[src/rtl/sbr_ram.sv]
// generic simple dual port ram, one write and one registered read port
// no dependencies
`timescale 1ns / 1ps
module sbr_ram #(
	parameter int WIDTH = 32,
	parameter int DEPTH = 64
) (
	input  logic                             clk,
	input  logic                             we,
	input  logic [$clog2(DEPTH)-1:0]         waddr,
	input  logic [WIDTH-1:0]                 wdata,
	input  logic [$clog2(DEPTH)-1:0]         raddr,
	output logic [WIDTH-1:0]                 rdata
);
	logic [WIDTH-1:0] mem [DEPTH];

	always_ff @(posedge clk) begin
		if (we) begin
			mem[waddr] <= wdata;
		end
		rdata <= mem[raddr];
	end
endmodule

[config.mk]
export PLATFORM = sky130hd
export DESIGN_NAME = sbr_ram
export DESIGN_NICKNAME = d
export VERILOG_FILES = /design/src/rtl/sbr_ram.sv
export SDC_FILE = /design/constraint.sdc
export NUM_CORES = 2
export LEC_CHECK = 0
export BUFFER_PORTS_ARGS = -buffer_cell sky130_fd_sc_hd__clkbuf_2
export CORE_MARGIN = 8
export CORE_UTILIZATION = 40
export CTS_CLUSTER_SIZE = 12
export DETAILED_ROUTE_END_ITERATION = 6
export PLACE_DENSITY = 0.52
export SYNTH_ARGS = -nofsm -noshare
export SYNTH_HDL_FRONTEND = slang
export SYNTH_SLANG_ARGS = --single-unit
[constraint.sdc]
create_clock -name clk -period 5.66 [get_ports clk]
set_clock_uncertainty 0.1 [all_clocks]
set_input_delay 1.698 -clock clk [delete_from_list [all_inputs] [get_ports clk]]
set_output_delay 1.698 -clock clk [all_outputs]
set_load 0.02 [all_outputs]
==> impl_metrics.yaml <==
outcome:
  outcome: "finished, final reports clean"
hold_path:
  holdCritPathClass: "flop to flop"
  hold-path-cell-count: 4
  hold_end: "rdata[4]"
  min_from: "mem[28][4]"
worst_setup_path:
  ff2ff_path_depth: 5
  end_kind: "flop"
  crit_fanout: 15
  cp.arrival_ns: 4.64
  start_kind: "input pin"
  r2r-start: "mem[15][20]"
  critPathMaxStageDelay_ns: 0.75
  reg2reg_slack_ns: 3.31
  crit_path_frequent_cell: "a21oi_1"
  reg2reg_to: "rdata[20]"
  path_cells: "clkbuf_2 > nand3b_1 > o221ai_1 > a21oi_1 > a21oi_1 > nor2_1"
  cp.required_ns: 6.25
  worstSetupPathType: "input pin to flop"
  slowest_stage: "nand3b_1"
drt:
  dr.pass1.iters: 6
  via_per_inst: 5.64
  antenna_left: 0
  totalWireLength_mm: 205
  drc: 0
  routedWlPerCell_um: 31.9
  drt_iter0_drc: 3618
  via_count: 36200
synth:
  yosysWarnings: 0
  avgSynthCellArea_sq_um: 23.6
  synth.area.mux_share_pct: 16.8
  yosysTopAreaCellShare_pct: 78.3
  yosysMostFrequentCell: "edfxtp_1"
  ys_async_sr_fraction_pct: 0
  ys.flop_type: "edfxtp_1"
  syn_nets: 3370
  yosys.area_share.simple_pct: 1.27
  ys_seq_area_share_pct: 79.1
  synth_xor_area_share_pct: 0
  yosysTopAreaCell: "edfxtp_1"
  syn_inst: 3324
  synth_common_cells: "edfxtp_1 (2048), mux4_2 (544), nor2_1 (137), mux2i_1 (93), o22ai_1 (84)"
  synth_top_family_by_area: "multiplexers"
  synth-compound-area-share_pct: 1.67
  synth_cell_types: 34
  synthAdderAreaFrac_pct: 0
  ys_seq_elements: 2080
  synthTopCellsByArea: "edfxtp_1 (78%), mux4_2 (16%), mux2i_1 (1.2%)"
  synth-edff-count: 2048
  netlist_area_sq_mm: 0.0785
placed_design:
  hpwl_mm: 118
  port_buffers: 77
  placed_cells: 6031
  place.gp.congestion: 0.750
  placed_cell_area_sq_mm: 0.0839
final_layout:
  fin_nets: 3668
  stdcell_area_sq_mm: 0.0904
  utilization_pct: 46.4
  nFillCells: 16100
  drive_gt1_share_pct: 30.4
  area_growth_syn_to_layout_pct: 15.2
  final_cells: 6426
power_and_ir_drop:
  p_seq_share_pct: 53.7
  p_clk_share_pct: 41.4
  p_int_mw: 25.1
  power_frac_comb_pct: 5.0
  power.share.switching_pct: 21.5
  p_switching_mw: 6.85
  leakagePower_nw: 28.0
  power.density_mw_per_mm2: 353
  ir_worst_vdd_mv: 0.279
  power_mw: 31.9
timing:
  tns_ns: 0
  slew_violations: 0
  setup_viol: 0
  finalCritPeriodShare_pct: 71.5
  rsz0062_at_grt: "no"
  maxSlewHeadroom_pct: 20.0
  worst_pin_slew_ns: 1.19
  clock.fmax_ghz: 0.247
  hold_viol_final: 0
  period_needed_ns: 4.05
cts:
  hold_buffers: 0
  postCtsSetupRepairBufs: 0
  cts_buffer_depth: 3
  cts_htree_levels: 4
  clk_pin_slew_ns: 0.06
  cts_tree: "yes"
  clk_latency_ns: 0.84
  cts_root_buf: "clkbuf_16"
  clock-sinks: 2080
  ctsResizeCount: 0
  cts_buffers: 213
global_routing:
  grt_max_degree: 66
  grt_antenna_before_repair: 7
  grt_use_total_pct: 19.2
  met2_usage_pct: 31.3
  first_global_vias: 37400
  groute.layer.met1.usage_pct: 27.3
  grt_remaining_overflow: 0
  use_met3_pct: 2.91
  grt.busiest_layer: "met2"
  grt_pass1_wl_mm: 290
floorplanning:
  die_h_um: 459
  die_w_um: 459
  core_area_sq_mm: 0.195
  fp-row-count: 162
  die_area_sq_mm: 0.211
  start_util_pct: 40.3
  io_pins: 78
flow_run:
  cap_violations: 0
[cells by family (layout without fill, tap and decap cells)]
| kind of cell | Yosys count | in the layout |
|---|---|---|
| buf+inv | 182 | 655 |
| compound gates | 202 | 202 |
| simple gates | 223 | 223 |
| other cells | 0 | 5 |
| flops | 2080 | 2080 |
| mux | 637 | 637 |
[per-layer routing]
metal | up-vias | wire, um
met5 | - | 7
met4 | 2 | 4650
li1 | 14900 | -
met1 | 19900 | 89800
met2 | 1118 | 100000
met3 | 254 | 10800
[worst max-delay path: cells and delay by family]
kind / cells / cell delay [ns]
AO/OA/AOI/OAI: 3 / 1.43
buffers and inverters: 1 / 0.65
AND/OR/NAND/NOR: 2 / 0.82
[how the worst max path moves through the flow]
stage / startpoint / end / slack [ns]
global route: raddr[1] / rdata[0] / 1.60
floorplan: waddr[3] / mem[48][0] / 0.70
CTS: raddr[1] / rdata[0] / 1.59
global placement: raddr[1] / rdata[0] / 0.64
detailed placement: raddr[1] / rdata[0] / 0.66
finish: raddr[5] / rdata[30] / 1.61
[registers in the layout, indices dropped and copies added (netlist names)]
name,cells
mem,2048
rdata,32
[metrics by stage]
| stage | worst slack (ns) | hold slack (ns) |
|---|---|---|
| 2_1_floorplan | 0.702 | 0.563 |
| 3_3_place_gp | 0.642 | 0.597 |
| 3_5_place_dp | 0.657 | 0.614 |
| 4_1_cts | 1.59 | 0.626 |
| 5_1_grt | 1.60 | 0.668 |
| 6_report | 1.61 | 0.610 |
[layout by cell type, fill, tap and decap left out, types with 25 or more instances in the layout]
master / Yosys / routed
edfxtp_1: 2048 / 2048
mux4_2: 544 / 544
clkbuf_16: 0 / 216
buf_4: 25 / 135
mux2i_1: 93 / 93
o22ai_1: 84 / 84
nor2_1: 137 / 75
clkbuf_1: 74 / 74
clkbuf_2: 0 / 73
a21oi_1: 62 / 62
nor2_4: 0 / 62
buf_12: 0 / 53
clkinv_1: 0 / 40
dfxtp_1: 32 / 32
o221ai_1: 27 / 27
nand2_1: 26 / 25
[power groups by stage]
stage               registers (mW)  logic [mW]  clock network (mW)
global placement              17.5        1.62                   0
finish                        17.1        1.58                13.2
detailed placement            17.5        1.63                   0
floorplan                     17.5       0.829                   0
CTS                           17.1        1.63                13.5
global route                  17.1        1.69                14.1
[layout make-up]
type                       instances  area, sq um  share of cell area (%)
sequential                      2080        62100                    68.7
multi-input combinational       1062        16000                    17.7
clock buffer                     309         5940                    6.57
tap                             2624         3280                    3.63
timing repair buffer             265         2500                    2.76
clock inverter                    81          596                   0.659
antenna                            5         12.5                  0.0138
(Power assumes the default switching activity.)
